## src/hw/rtl/pocc_pkg.sv

```systemverilog
// ----------------------------------------------------------------------------
// pocc_pkg
// Shared types, codes and helpers for the picture order count calculator.
// ----------------------------------------------------------------------------
package pocc_pkg;

   // Request operations carried on tuser.
   localparam logic OP_SLICE = 1'b0;
   localparam logic OP_TABLE = 1'b1;

   // Picture order count types.
   localparam logic [1:0] TYPE_LSB    = 2'd0;
   localparam logic [1:0] TYPE_CYCLE  = 2'd1;
   localparam logic [1:0] TYPE_FRAME  = 2'd2;
   localparam logic [1:0] TYPE_UNUSED = 2'd3;

   // Configuration register indexes.
   localparam logic [2:0] REG_COUNT_TYPE    = 3'd0;
   localparam logic [2:0] REG_LOG2_LSB      = 3'd1;
   localparam logic [2:0] REG_LOG2_FRAME    = 3'd2;
   localparam logic [2:0] REG_NON_REF       = 3'd3;
   localparam logic [2:0] REG_TOP_TO_BOTTOM = 3'd4;
   localparam logic [2:0] REG_CYCLE_LENGTH  = 3'd5;

   localparam logic [4:0] LOG2_MIN = 5'd4;
   localparam logic [4:0] LOG2_MAX = 5'd16;

   typedef enum logic [3:0] {
      ST_IDLE,
      ST_PREP,
      ST_BASE,
      ST_CHECK,
      ST_DIV,
      ST_WALK,
      ST_DRAIN,
      ST_MUL,
      ST_SUM,
      ST_TOP,
      ST_BOTTOM,
      ST_EMIT
   } state_type;

   typedef struct packed {
      logic capture;
      logic prep;
      logic base;
      logic div_init;
      logic div_step;
      logic walk_init;
      logic walk_issue;
      logic mul;
      logic sum;
      logic top;
      logic bottom;
      logic emit;
   } cmd_type;

   typedef struct packed {
      logic [1:0] count_type;
      logic       absn_nz;
      logic       div_last;
      logic       walk_last;
      logic       out_free;
   } status_type;

   // Log2 registers outside 4..16 behave as the nearest bound.
   function automatic logic [4:0] clamp_log2(input logic [4:0] v);
      logic [4:0] r;
      r = v;
      if (v < LOG2_MIN) r = LOG2_MIN;
      if (v > LOG2_MAX) r = LOG2_MAX;
      return r;
   endfunction

   // Mask of the low lg bits, lg already clamped to 4..16.
   function automatic logic [15:0] low_mask(input logic [4:0] lg);
      logic [16:0] m;
      m = (17'd1 << lg) - 17'd1;
      return m[15:0];
   endfunction

endpackage

```

## src/hw/rtl/pocc_ctrl.sv

```systemverilog
// ----------------------------------------------------------------------------
// pocc_ctrl
// Sequencer that steps the datapath through one slice derivation.
// ----------------------------------------------------------------------------
module pocc_ctrl (
   input  logic                clock,
   input  logic                reset,
   input  logic                req_valid,
   input  logic                req_op,
   input  pocc_pkg::status_type status,
   output pocc_pkg::cmd_type    cmd,
   output logic                req_ready
);
   import pocc_pkg::*;

   state_type state_ff;
   state_type state_in;

   always_comb begin
      state_in = state_ff;
      unique case (state_ff)
         ST_IDLE: begin
            if (req_valid && req_op == OP_SLICE && status.count_type != TYPE_UNUSED) begin
               state_in = ST_PREP;
            end
         end
         ST_PREP:  state_in = ST_BASE;
         ST_BASE:  state_in = ST_CHECK;
         ST_CHECK: begin
            if (status.count_type == TYPE_CYCLE && status.absn_nz) begin
               state_in = ST_DIV;
            end else begin
               state_in = ST_TOP;
            end
         end
         ST_DIV: begin
            if (status.div_last) begin
               state_in = ST_WALK;
            end
         end
         ST_WALK: begin
            if (status.walk_last) begin
               state_in = ST_DRAIN;
            end
         end
         ST_DRAIN:  state_in = ST_MUL;
         ST_MUL:    state_in = ST_SUM;
         ST_SUM:    state_in = ST_TOP;
         ST_TOP:    state_in = ST_BOTTOM;
         ST_BOTTOM: state_in = ST_EMIT;
         ST_EMIT: begin
            if (status.out_free) begin
               state_in = ST_IDLE;
            end
         end
         default: state_in = ST_IDLE;
      endcase
   end

   always_comb begin
      cmd       = '0;
      req_ready = 1'b0;
      unique case (state_ff)
         ST_IDLE: begin
            req_ready   = 1'b1;
            cmd.capture = req_valid;
         end
         ST_PREP:  cmd.prep = 1'b1;
         ST_BASE:  cmd.base = 1'b1;
         ST_CHECK: cmd.div_init = (status.count_type == TYPE_CYCLE) && status.absn_nz;
         ST_DIV: begin
            cmd.div_step  = 1'b1;
            cmd.walk_init = status.div_last;
         end
         ST_WALK:   cmd.walk_issue = 1'b1;
         ST_DRAIN:  cmd = '0;
         ST_MUL:    cmd.mul = 1'b1;
         ST_SUM:    cmd.sum = 1'b1;
         ST_TOP:    cmd.top = 1'b1;
         ST_BOTTOM: cmd.bottom = 1'b1;
         ST_EMIT:   cmd.emit = status.out_free;
         default:   cmd = '0;
      endcase
   end

   always_ff @(posedge clock) begin
      if (reset) begin
         state_ff <= ST_IDLE;
      end else begin
         state_ff <= state_in;
      end
   end

endmodule

```

## config.mk

```make
export PLATFORM = sky130hd
export DESIGN_NAME = pocc_ctrl
export DESIGN_NICKNAME = d
export VERILOG_FILES = /design/src/hw/rtl/pocc_pkg.sv /design/src/hw/rtl/pocc_ctrl.sv
export SDC_FILE = /design/constraint.sdc
export NUM_CORES = 1
export LEC_CHECK = 0
export BUFFER_PORTS_ARGS = -buffer_cell sky130_fd_sc_hd__buf_2
export CORE_AREA = 2 2 39 41
export CTS_BUF_LIST = sky130_fd_sc_hd__clkbuf_8
export DETAILED_ROUTE_END_ITERATION = 6
export DIE_AREA = 0 0 41 43
export PLACE_DENSITY = 0.53
export REMOVE_ABC_BUFFERS = 1
export SLEW_MARGIN = 40
export SYNTH_ARGS = -nofsm -noshare
export SYNTH_HDL_FRONTEND = slang
export SYNTH_SLANG_ARGS = --single-unit
```

## constraint.sdc

```tcl
create_clock -name clock -period 1.74 [get_ports clock]
set_clock_uncertainty 0.05 [all_clocks]
set_input_delay 0.435 -clock clock [delete_from_list [all_inputs] [get_ports clock]]
set_output_delay 0.435 -clock clock [all_outputs]
set_load 0.005 [all_outputs]
```

==> out/results.ini, run 1 <==
[routing]
wl_met2_um = 544
drt-wirelength-per-cell_um = 11.3
top_layer = met3
routed_wirelength_mm = 1.07
route.antenna.remaining_nets = 0
met3RoutedLength_um = 57
drc = 0
first_iter_violations = 6
num_vias = 476
drt-vias-per-instance = 5.06
drtPass1Iterations = 4
wirelength_met1_um = 464

[synth]
synth.area.top_cells = sky130_fd_sc_hd__dfxtp_1 21%, sky130_fd_sc_hd__nor3_1 11%, sky130_fd_sc_hd__nand2_1 8.0%, sky130_fd_sc_hd__a21oi_1 5.3%, sky130_fd_sc_hd__a31oi_1 5.0%
yosysSeqAreaShare_pct = 21.3
yosys.area.top_type = sky130_fd_sc_hd__dfxtp_1
synth.avg_cell_area_um2 = 6.95
synth_flop_cell = sky130_fd_sc_hd__dfxtp_1
synth_edf_count = 0
synth_warn = 0
synthDistinctLibCells = 22
synthTopCellsByCount = 8 x sky130_fd_sc_hd__nand2_1, 8 x sky130_fd_sc_hd__nor3_1, 4 x sky130_fd_sc_hd__a21oi_1, 4 x sky130_fd_sc_hd__dfxtp_1, 4 x sky130_fd_sc_hd__nor2_1
syn_inst = 54
ys_seq_elements = 4
async_flop_share_pct = 0
mappedNetlistArea_um2 = 375
synthDominantCellAreaShare_pct = 21.3

[cells_and_area]
fillers = 170
largest_reg_flops = 4
layout.cells.non_filler = 94
layout_top_registers = state_ff: 4 flops
final_layout_size_suffix_gt1_share_pct = 46.2
antenna_cell_count = 0
registers.top_by_ff_count = state_ff
flow.area_growth_from_synthesis_pct = 48.0
fin_nets = 90

[sta]
max_freq_ghz = 0.596
maxSlewViolCount = 0
min_period_ns = 1.68
timing_worst_slew_pin_value_ns = 0.344
timing.final.setup_violations = 0
final.setup.worst_slack_ns = 0.0615
part_of_the_cycle_the_worst_path_needs_pct = 96.5
timing.max_slew.rel_slack_pct = 77.1
finalHoldViolCount = 0
setup_repair_after_global_routing_missed_its_margin = true

[worst_setup_path]
cp.required_ns = 1.25
cp.arrival_ns = 1.19
critical_path.reg2reg.startpoint = state_ff[1]$_SDFFE_PP0P_
start_kind = flip-flop
timing.critical_path.from = state_ff[1]$_SDFFE_PP0P_
criticalPathCategory = reg2out
timing.critical_path.fanout_max = 10
critical_path.endpoint_type = output port

[power_and_ir_drop]
power.density_cell_area_nw_per_um2 = 821
max-vdd-ir-drop_mv = 0.408
total_leakage_power_nw = 0.246

[global_routing]
grt_start_max_net_pins = 19
global_route.usage.total_pct = 13.4
grt_first_pass_wirelength_mm = 1.64
grt_pass1_vias = 408
globalRoute.totalOverflow = 0
antenna_found_initial = 0

[place]
io_buffer_count = 22
place_worst_setup_slack_ns = 0.133
gpl.final_weighted_congestion = 0.650
dp.cells = 91
dp_hpwl_um = 792

[die]
die_w_um = 41
core_area_um2 = 1380
initial_utilization_pct = 27.1
pin_count = 23
die-area_um2 = 1760
rows = 14
floorplan.die.height_um = 43

[hold_path]
timing.hold.worst.class = in2reg
hold_path_startpoint = reset

[cts]
cts-hold-fix-buffers = 0
cts_tree = done
clock_tree.root_cell = sky130_fd_sc_hd__clkbuf_8
clock_path_buffers = 2
tritoncts.num_buffers = 3
clk_pin_slew_ns = 0.03
cts.repair_timing.setup_buffer_count = 0
skew_pair_late_insertion_delay_ns = 0.21
clock_tree.htree_level_count = 1
number_of_sinks_driven_by_the_clock_tree = 4

[outcome]
status = complete, no violations

[run]
max_cap_viol_count = 0

routing by layer:
metal / GRT usage [%] / vias up
met1: 15.1 / 217
li1: - / 246
met2: 22.2 / 13
met4: 8.00 / 0
met5: 0 / -
met3: 1.57 / 0
area by class of cell:
cell class | instances | area (µm²) | area share (%)
multi-input combinational | 43 | 260 | 46.8
sequential | 4 | 86.3 | 15.5
inverter | 2 | 7.51 | 1.35
clock buffer | 3 | 41.3 | 7.43
timing repair buffer | 26 | 140 | 25.2
tap | 16 | 20.0 | 3.60
power by group:
part | internal, W | switching [W] | total, W | leakage (nW)
Clock | 0.000147 | 0.0000458 | 0.000193 | 0.0216
Sequential | 0.000105 | 0.0000226 | 0.000127 | 0.0343
Combinational | 0.0000724 | 0.0000631 | 0.000136 | 0.190
cells by family (layout without fill, tap and decap cells):
| family | after synthesis | count (layout) | share of synthesized area (%) |
|---|---|---|---|
| AND/OR/NAND/NOR | 33 | 33 | 47.3 |
| buffers and inverters | 7 | 31 | 11.0 |
| flip-flops | 4 | 4 | 21.3 |
| AO/OA/AOI/OAI | 10 | 10 | 20.3 |
path summary, 6_finish.rpt:
kind,endpoint,slack (ns),cells after the start
min reg2reg,state_ff[1]$_SDFFE_PP0P_,0.50,2
max reg2reg,state_ff[1]$_SDFFE_PP0P_,0.34,4
min,state_ff[3]$_SDFFE_PP0P_,0.38,2
max,cmd[9],0.06,3
critical path, cell delays in order (launching register included):
cell                      delay (ns)
sky130_fd_sc_hd__dfxtp_4        0.39
sky130_fd_sc_hd__or2b_2         0.33
sky130_fd_sc_hd__nor3_1         0.12
sky130_fd_sc_hd__buf_2          0.13
cell usage in the layout (no fill, tap or decap):
cell	n
sky130_fd_sc_hd__nor4_1	1
sky130_fd_sc_hd__inv_1	2
sky130_fd_sc_hd__nand2_1	8
sky130_fd_sc_hd__nor3b_1	1
sky130_fd_sc_hd__and2_1	1
sky130_fd_sc_hd__o32ai_2	1
sky130_fd_sc_hd__nand2b_1	3
sky130_fd_sc_hd__nand3b_1	2
sky130_fd_sc_hd__a31oi_1	3
sky130_fd_sc_hd__clkbuf_8	3
sky130_fd_sc_hd__a21oi_1	4
sky130_fd_sc_hd__nand3_1	1
sky130_fd_sc_hd__nor4_2	2
sky130_fd_sc_hd__a2111o_1	1
sky130_fd_sc_hd__buf_4	4
sky130_fd_sc_hd__dfxtp_1	1
sky130_fd_sc_hd__dfxtp_2	2
sky130_fd_sc_hd__or3_1	1
sky130_fd_sc_hd__or2b_2	1
sky130_fd_sc_hd__buf_2	22
sky130_fd_sc_hd__nor2_1	4
sky130_fd_sc_hd__nor3_1	8
sky130_fd_sc_hd__dfxtp_4	1
sky130_fd_sc_hd__a221o_1	1
what timing repair did:
item,in CTS,in global routing
gates resized for setup,3,2
hold endpoints to repair,0,0
endpoints found under the setup margin,12,6
stage by stage:
stage	util (%)	setup TNS (ns)	area [µm²]	total power [W]	hold WS, ns
after global routing	40.1	-0.0301	556	0.000482	0.391
final	40.1	0	556	0.000456	0.378
after CTS	39.5	0	547	0.000463	0.377
after detailed placement	36.3	0	502	0.000263	0.572
after global placement	36.3	0	502	0.000261	0.576
after floorplan	-	0	342	0.000198	0.454
(Power assumes the default switching activity.)
==> inputs of run 2 (changes only) <==
- PLACE_DENSITY: 0.53 -> not set
==> run 2 against run 1 <==
Setup slack gained 0.0075 ns. Highest routed layer unchanged. First-iteration DRC count rose by 33%. Register-to-register slack got worse by 0.05 ns. Die area is the same. Total power rose by 3.1%. Worst hold slack is essentially flat. Clock power is essentially flat. Largest power group unchanged. Critical endpoint unchanged.
==> out/results.ini, run 2 (same netlist as run 1, synthesis figures left out) <==
[outcome]
status = complete, no violations

[cells_and_area]
flow.area_growth_from_synthesis_pct = 51.0
layout.cells.non_filler = 95  ; +1.1%
layout.cell_area.non_filler_um2 = 567  ; +2.0%
antenna_cell_count = 0  ; unchanged
registers.top_by_ff_count = state_ff
utilization_pct = 41.0  ; +0.81 points
fillers = 145  ; -15%
largest_reg_flops = 4  ; unchanged
layout.cells.most_common = sky130_fd_sc_hd__buf_2
final_layout_size_suffix_gt1_share_pct = 46.8  ; +0.68 points
fin_nets = 91  ; +1.1%
layout_common_cells = 22 x sky130_fd_sc_hd__buf_2, 8 x sky130_fd_sc_hd__nand2_1, 8 x sky130_fd_sc_hd__nor3_1
layout_top_registers = state_ff: 4 flops

[worst_setup_path]
timing.critical_path.fanout_max = 8  ; -2
critical_path.endpoint_type = output port
slowest_stage = sky130_fd_sc_hd__dfxtp_4
start_kind = flip-flop
criticalPathCategory = reg2out
max_stage_delay_ns = 0.38  ; about the same
critical_path.reg2reg.startpoint = state_ff[1]$_SDFFE_PP0P_
cp.arrival_ns = 1.19  ; about the same
r2r.worst_path.cells = 4  ; unchanged
worst_r2r_endpoint = state_ff[1]$_SDFFE_PP0P_
cp.required_ns = 1.25  ; about the same
path_cells = or2b_2, nor3_1, buf_2
setup.reg_to_reg.worst_slack_ns = 0.29  ; -0.05 ns

[die]
initial_utilization_pct = 27.1  ; unchanged
core_area_um2 = 1380  ; unchanged
die-area_um2 = 1760  ; unchanged
die_w_um = 41  ; unchanged
rows = 14  ; unchanged
floorplan.die.height_um = 43  ; unchanged
pin_count = 23  ; unchanged

[place]
gpl.final_weighted_congestion = 0.795  ; +22%
placed_area_um2 = 509  ; +1.5%
dp_hpwl_um = 765  ; -3.5%
place_worst_setup_slack_ns = 0.144  ; +0.0113 ns
dp.cells = 92  ; +1.1%
io_buffer_count = 22  ; unchanged

[hold_path]
timing.hold.worst.class = in2reg
hold_path_startpoint = reset
endpoint_worst_hold = state_ff[0]$_SDFFE_PP0P_
holdPathStages = 2  ; unchanged

[global_routing]
grt_start_max_net_pins = 19  ; unchanged
grt_pass1_vias = 436  ; +6.9%
grt_first_pass_wirelength_mm = 1.77  ; +7.6%
globalRoute.totalOverflow = 0  ; unchanged
use_met2_pct = 20.3  ; -1.9 points
grt.busiest_layer = met2
antenna_found_initial = 0  ; unchanged
global_route.usage.total_pct = 14.6  ; +1.3 points
globalRouteMet3Util_pct = 3.14  ; +1.6 points
globalRouteMet1Util_pct = 20.2  ; +5.1 points

[routing]
first_iter_violations = 8  ; +2
drtPass1Iterations = 4  ; unchanged
drc = 0  ; unchanged
drt-vias-per-instance = 4.91  ; -3.1%
num_vias = 466  ; -2.1%
routed_wirelength_mm = 1.05  ; -1.9%
route.antenna.remaining_nets = 0  ; unchanged
drt-wirelength-per-cell_um = 11.0  ; -2.9%

[power_and_ir_drop]
total_leakage_power_nw = 0.256  ; +4.0%
p_int_w = 0.000332  ; +2.3%
max-vdd-ir-drop_mv = 0.317  ; -22%
clock_power_share_pct = 41.4  ; -0.9 points
combinationalPowerShare_pct = 30.2  ; +0.5 points
seqPwrFrac_pct = 28.4  ; +0.5 points
switchingPower_w = 0.000138  ; +5.1%
sw_frac_of_total_pct = 29.4  ; +0.57 points
power.density_cell_area_nw_per_um2 = 829  ; +1.0%

[cts]
clock_tree.htree_level_count = 1  ; unchanged
cts_tree = done
clock_path_buffers = 2  ; unchanged
number_of_sinks_driven_by_the_clock_tree = 4  ; unchanged
clock_tree.root_cell = sky130_fd_sc_hd__clkbuf_8
skew_pair_late_insertion_delay_ns = 0.21  ; about the same
tritoncts.num_buffers = 3  ; unchanged
clk_pin_slew_ns = 0.03  ; about the same

[sta]
min_period_ns = 1.67  ; -0.00746 ns
timing.setup.tns_ns = 0  ; unchanged
timing_worst_slew_pin_value_ns = 0.350  ; +0.00697 ns
timing.final.setup_violations = 0  ; unchanged
timing.max_slew.rel_slack_pct = 76.6  ; -0.46 points
max_freq_ghz = 0.598  ; +0.45%
final.setup.worst_slack_ns = 0.0689  ; +0.00746 ns
finalHoldViolCount = 0  ; unchanged
part_of_the_cycle_the_worst_path_needs_pct = 96.0  ; -0.43 points
maxSlewViolCount = 0  ; unchanged

[run]
max_cap_viol_count = 0  ; unchanged

run 2: changes by cell type in the layout (fill, tap and decap cells not counted), sizes merged:
cell / delta
buf: +1
run 2: repair_timing:
| item | CTS | global route |
|---|---|---|
| hold buffers | 0 | 0 |
| setup endpoints to repair | 9 | 7 |
| resized for setup | 3 | 3 |
| setup buffers | 0 | 0 |
run 2: how the worst max path moves through the flow:
stage                                  start                       end  slack [ns]
floorplan           state_ff[1]$_SDFFE_PP0P_                    cmd[9]        0.27
global placement    state_ff[3]$_SDFFE_PP0P_                    cmd[3]        0.13
detailed placement  state_ff[3]$_SDFFE_PP0P_  state_ff[1]$_SDFFE_PP0P_        0.14
CTS                 state_ff[1]$_SDFFE_PP0P_                    cmd[9]        0.05
global route        state_ff[1]$_SDFFE_PP0P_                   cmd[11]      -0.005
finish              state_ff[1]$_SDFFE_PP0P_                    cmd[9]        0.07
run 2: metrics by stage:
stage | power [W] | hold WS (ns)
global placement | 0.000260 | 0.507
floorplan | 0.000198 | 0.454
detailed placement | 0.000261 | 0.519
finish | 0.000470 | 0.378
CTS | 0.000457 | 0.373
global route | 0.000504 | 0.379
run 2: power by group through the flow:
stage / clock network, W / logic [W] / registers (W)
3_5_place_dp: 0 / 0.000134 / 0.000127
6_report: 0.000194 / 0.000142 / 0.000133
4_1_cts: 0.000195 / 0.000135 / 0.000127
2_1_floorplan: 0 / 0.0000692 / 0.000129
3_3_place_gp: 0 / 0.000134 / 0.000126
5_1_grt: 0.000209 / 0.000159 / 0.000136
run 2: layer usage:
layer	wire, µm	share of wire, %	up-vias
li1	-	-	247
met1	502	48	204
met2	494	47	15
met3	49	4.7	0
met4	0	0	0
met5	0	0	-
run 2: area by class of cell:
cell class	count	area, µm²	share of cell area (%)
repair buffers	27	148	26.0
well taps	16	20.0	3.53
flip-flops and latches	4	87.6	15.5
multi-input cells	43	263	46.4
clock buffers	3	41.3	7.28
inverters	2	7.51	1.32
run 2: worst max-delay path: cells and delay by family, from the launching register on:
kind / cells / cell delay [ns]
buf+inv: 1 / 0.13
simple gates: 2 / 0.45
flops: 1 / 0.38
==> inputs of run 3 (changes only) <==
- SETUP_SLACK_MARGIN: not set -> 0.2
==> run 3 against run 2 <==
Setup slack better by 0.018 ns. Register-to-register slack better by 0.03 ns. Critical path type unchanged. Critical endpoint is now cmd[11]. Largest power group is now combinational logic. Design area is 25% higher.
==> out/results.ini, run 3 (same netlist as run 1, synthesis figures left out) <==
[global_routing]
grt_start_max_net_pins = 9  ; -10
grt_first_pass_wirelength_mm = 1.81  ; +2.7%
antenna_found_initial = 0  ; unchanged
global_route.usage.total_pct = 15.0  ; +0.40 points
grt_pass1_vias = 453  ; +3.9%
globalRoute.totalOverflow = 0  ; unchanged

[power_and_ir_drop]
power.density_cell_area_nw_per_um2 = 748  ; -9.8%
total_leakage_power_nw = 0.315  ; +23%
max-vdd-ir-drop_mv = 0.353  ; +11%
total_power_w = 0.000529  ; +13%

[worst_setup_path]
setup.reg_to_reg.worst_slack_ns = 0.32  ; +0.03 ns
start_kind = flip-flop
timing.critical_path.from = state_ff[3]$_SDFFE_PP0P_
critical_path.endpoint_type = output port
timing.critical_path.fanout_max = 4  ; -4
criticalPathCategory = reg2out
critical_path.reg2reg.startpoint = state_ff[3]$_SDFFE_PP0P_
cp.required_ns = 1.25  ; about the same
r2r.worst_path.cells = 6  ; +2
worst_r2r_endpoint = state_ff[0]$_SDFFE_PP0P_
cp.arrival_ns = 1.17  ; -0.02 ns

[sta]
finalHoldViolCount = 0  ; unchanged
maxSlewViolCount = 0  ; unchanged
timing.max_slew.rel_slack_pct = 81.7  ; +5.1 points
timing.final.setup_violations = 0  ; unchanged
timing_worst_slew_pin_value_ns = 0.273  ; -0.0780 ns
timing.setup.tns_ns = 0  ; unchanged
min_period_ns = 1.65  ; -0.0179 ns
part_of_the_cycle_the_worst_path_needs_pct = 95.0  ; -1.0 points
max_freq_ghz = 0.605  ; +1.1%
setup_repair_after_global_routing_missed_its_margin = true

[hold_path]
timing.hold.worst.class = in2reg
holdPathStages = 2  ; unchanged
hold_path_startpoint = reset
endpoint_worst_hold = state_ff[0]$_SDFFE_PP0P_

[cts]
clock_path_buffers = 2  ; unchanged
cts_tree = done
clock_tree.root_cell = sky130_fd_sc_hd__clkbuf_8
clk_pin_slew_ns = 0.03  ; about the same
skew_pair_late_insertion_delay_ns = 0.22  ; about the same
tritoncts.num_buffers = 3  ; unchanged
clock_tree.htree_level_count = 1  ; unchanged
number_of_sinks_driven_by_the_clock_tree = 4  ; unchanged

[cells_and_area]
final_layout_size_suffix_gt1_share_pct = 65.1  ; +18 points
multi_input_comb_area_um2 = 324  ; +23%
antenna_cell_count = 0  ; unchanged
flow.area_growth_from_synthesis_pct = 88.7
fillers = 132  ; -9.0%
fin_nets = 98  ; +7.7%
registers.top_by_ff_count = state_ff
largest_reg_flops = 4  ; unchanged
layout_common_cells = 21 x sky130_fd_sc_hd__buf_2, 9 x sky130_fd_sc_hd__buf_4, 6 x sky130_fd_sc_hd__nand2_1
layout_top_registers = state_ff: 4 flops
sequential_cell_area_um2 = 95.1  ; +8.6%
layout.cells.most_common = sky130_fd_sc_hd__buf_2

[die]
die_w_um = 41  ; unchanged
initial_utilization_pct = 27.1  ; unchanged
core_area_um2 = 1380  ; unchanged
die-area_um2 = 1760  ; unchanged
rows = 14  ; unchanged
pin_count = 23  ; unchanged
floorplan.die.height_um = 43  ; unchanged

[place]
gpl.final_weighted_congestion = 0.795  ; unchanged
dp_hpwl_um = 765  ; unchanged
io_buffer_count = 22  ; unchanged

[routing]
drt-vias-per-instance = 5.24  ; +6.7%
route.antenna.remaining_nets = 0  ; unchanged
num_vias = 534  ; +15%
routed_wirelength_mm = 1.23  ; +17%
first_iter_violations = 11  ; +3
drc = 0  ; unchanged
drt-wirelength-per-cell_um = 12.0  ; +9.4%
drtPass1Iterations = 4  ; unchanged

[run]
max_cap_viol_count = 0  ; unchanged

[outcome]
status = complete, no violations

-- run 3: what timing repair did --
action	in CTS	in global routing
setup buffers	4	3
resized for setup	14	14
hold endpoints to repair	0	0
hold buffers	0	0
pin swaps	3	5
endpoints found under the setup margin	14	13
-- run 3: metal layers --
layer	routed length (µm)	vias to the layer above	track usage, %
met5	0	-	0
met4	0	0	8.00
met3	68	0	3.14
met2	654	21	21.6
met1	506	249	20.2
li1	-	264	-
-- run 3: worst max-delay path, cell delays in order, from the launching register on --
cell and delay (ns):
sky130_fd_sc_hd__dfxtp_4 0.35, sky130_fd_sc_hd__nor4_4 0.33, sky130_fd_sc_hd__and2_1 0.17, sky130_fd_sc_hd__buf_2 0.10
-- run 3: through the flow --
step	cells	hold slack [ns]	worst slack, ns	utilization, %	cell area, µm²
2_1_floorplan	49	0.454	0.270	-	342
3_3_place_gp	92	0.507	0.135	36.8	509
3_5_place_dp	92	0.519	0.144	36.8	509
5_1_grt	102	0.377	0.0193	51.2	708
6_report	102	0.370	0.0868	51.2	708
4_1_cts	99	0.370	0.113	44.9	622
-- run 3: power breakdown --
group	total [W]	internal, W	switching, W	leakage (nW)
sequential	0.000133	0.000105	0.0000287	0.0356
combinational	0.000202	0.000116	0.0000860	0.258
clock	0.000194	0.000147	0.0000467	0.0216
total	0.000529	0.000368	0.000161	0.315
-- run 3: worst max-delay path by stage --
stage                                     endpoint  slack, ns  cells after the start
after detailed placement  state_ff[1]$_SDFFE_PP0P_       0.14                      3
after global placement                      cmd[3]       0.13                      3
final                                      cmd[11]       0.09                      3
after floorplan                             cmd[9]       0.27                      2
after global routing                       cmd[11]       0.02                      3
after CTS                                  cmd[11]       0.11                      3
-- run 3: cell type report --
cell class / count / share of cell area, %
sequential: 4 / 13.4
multi-input combinational: 43 / 45.8
inverter: 2 / 1.41
clock buffer: 3 / 5.83
timing repair buffer: 34 / 30.7
tap: 16 / 2.83
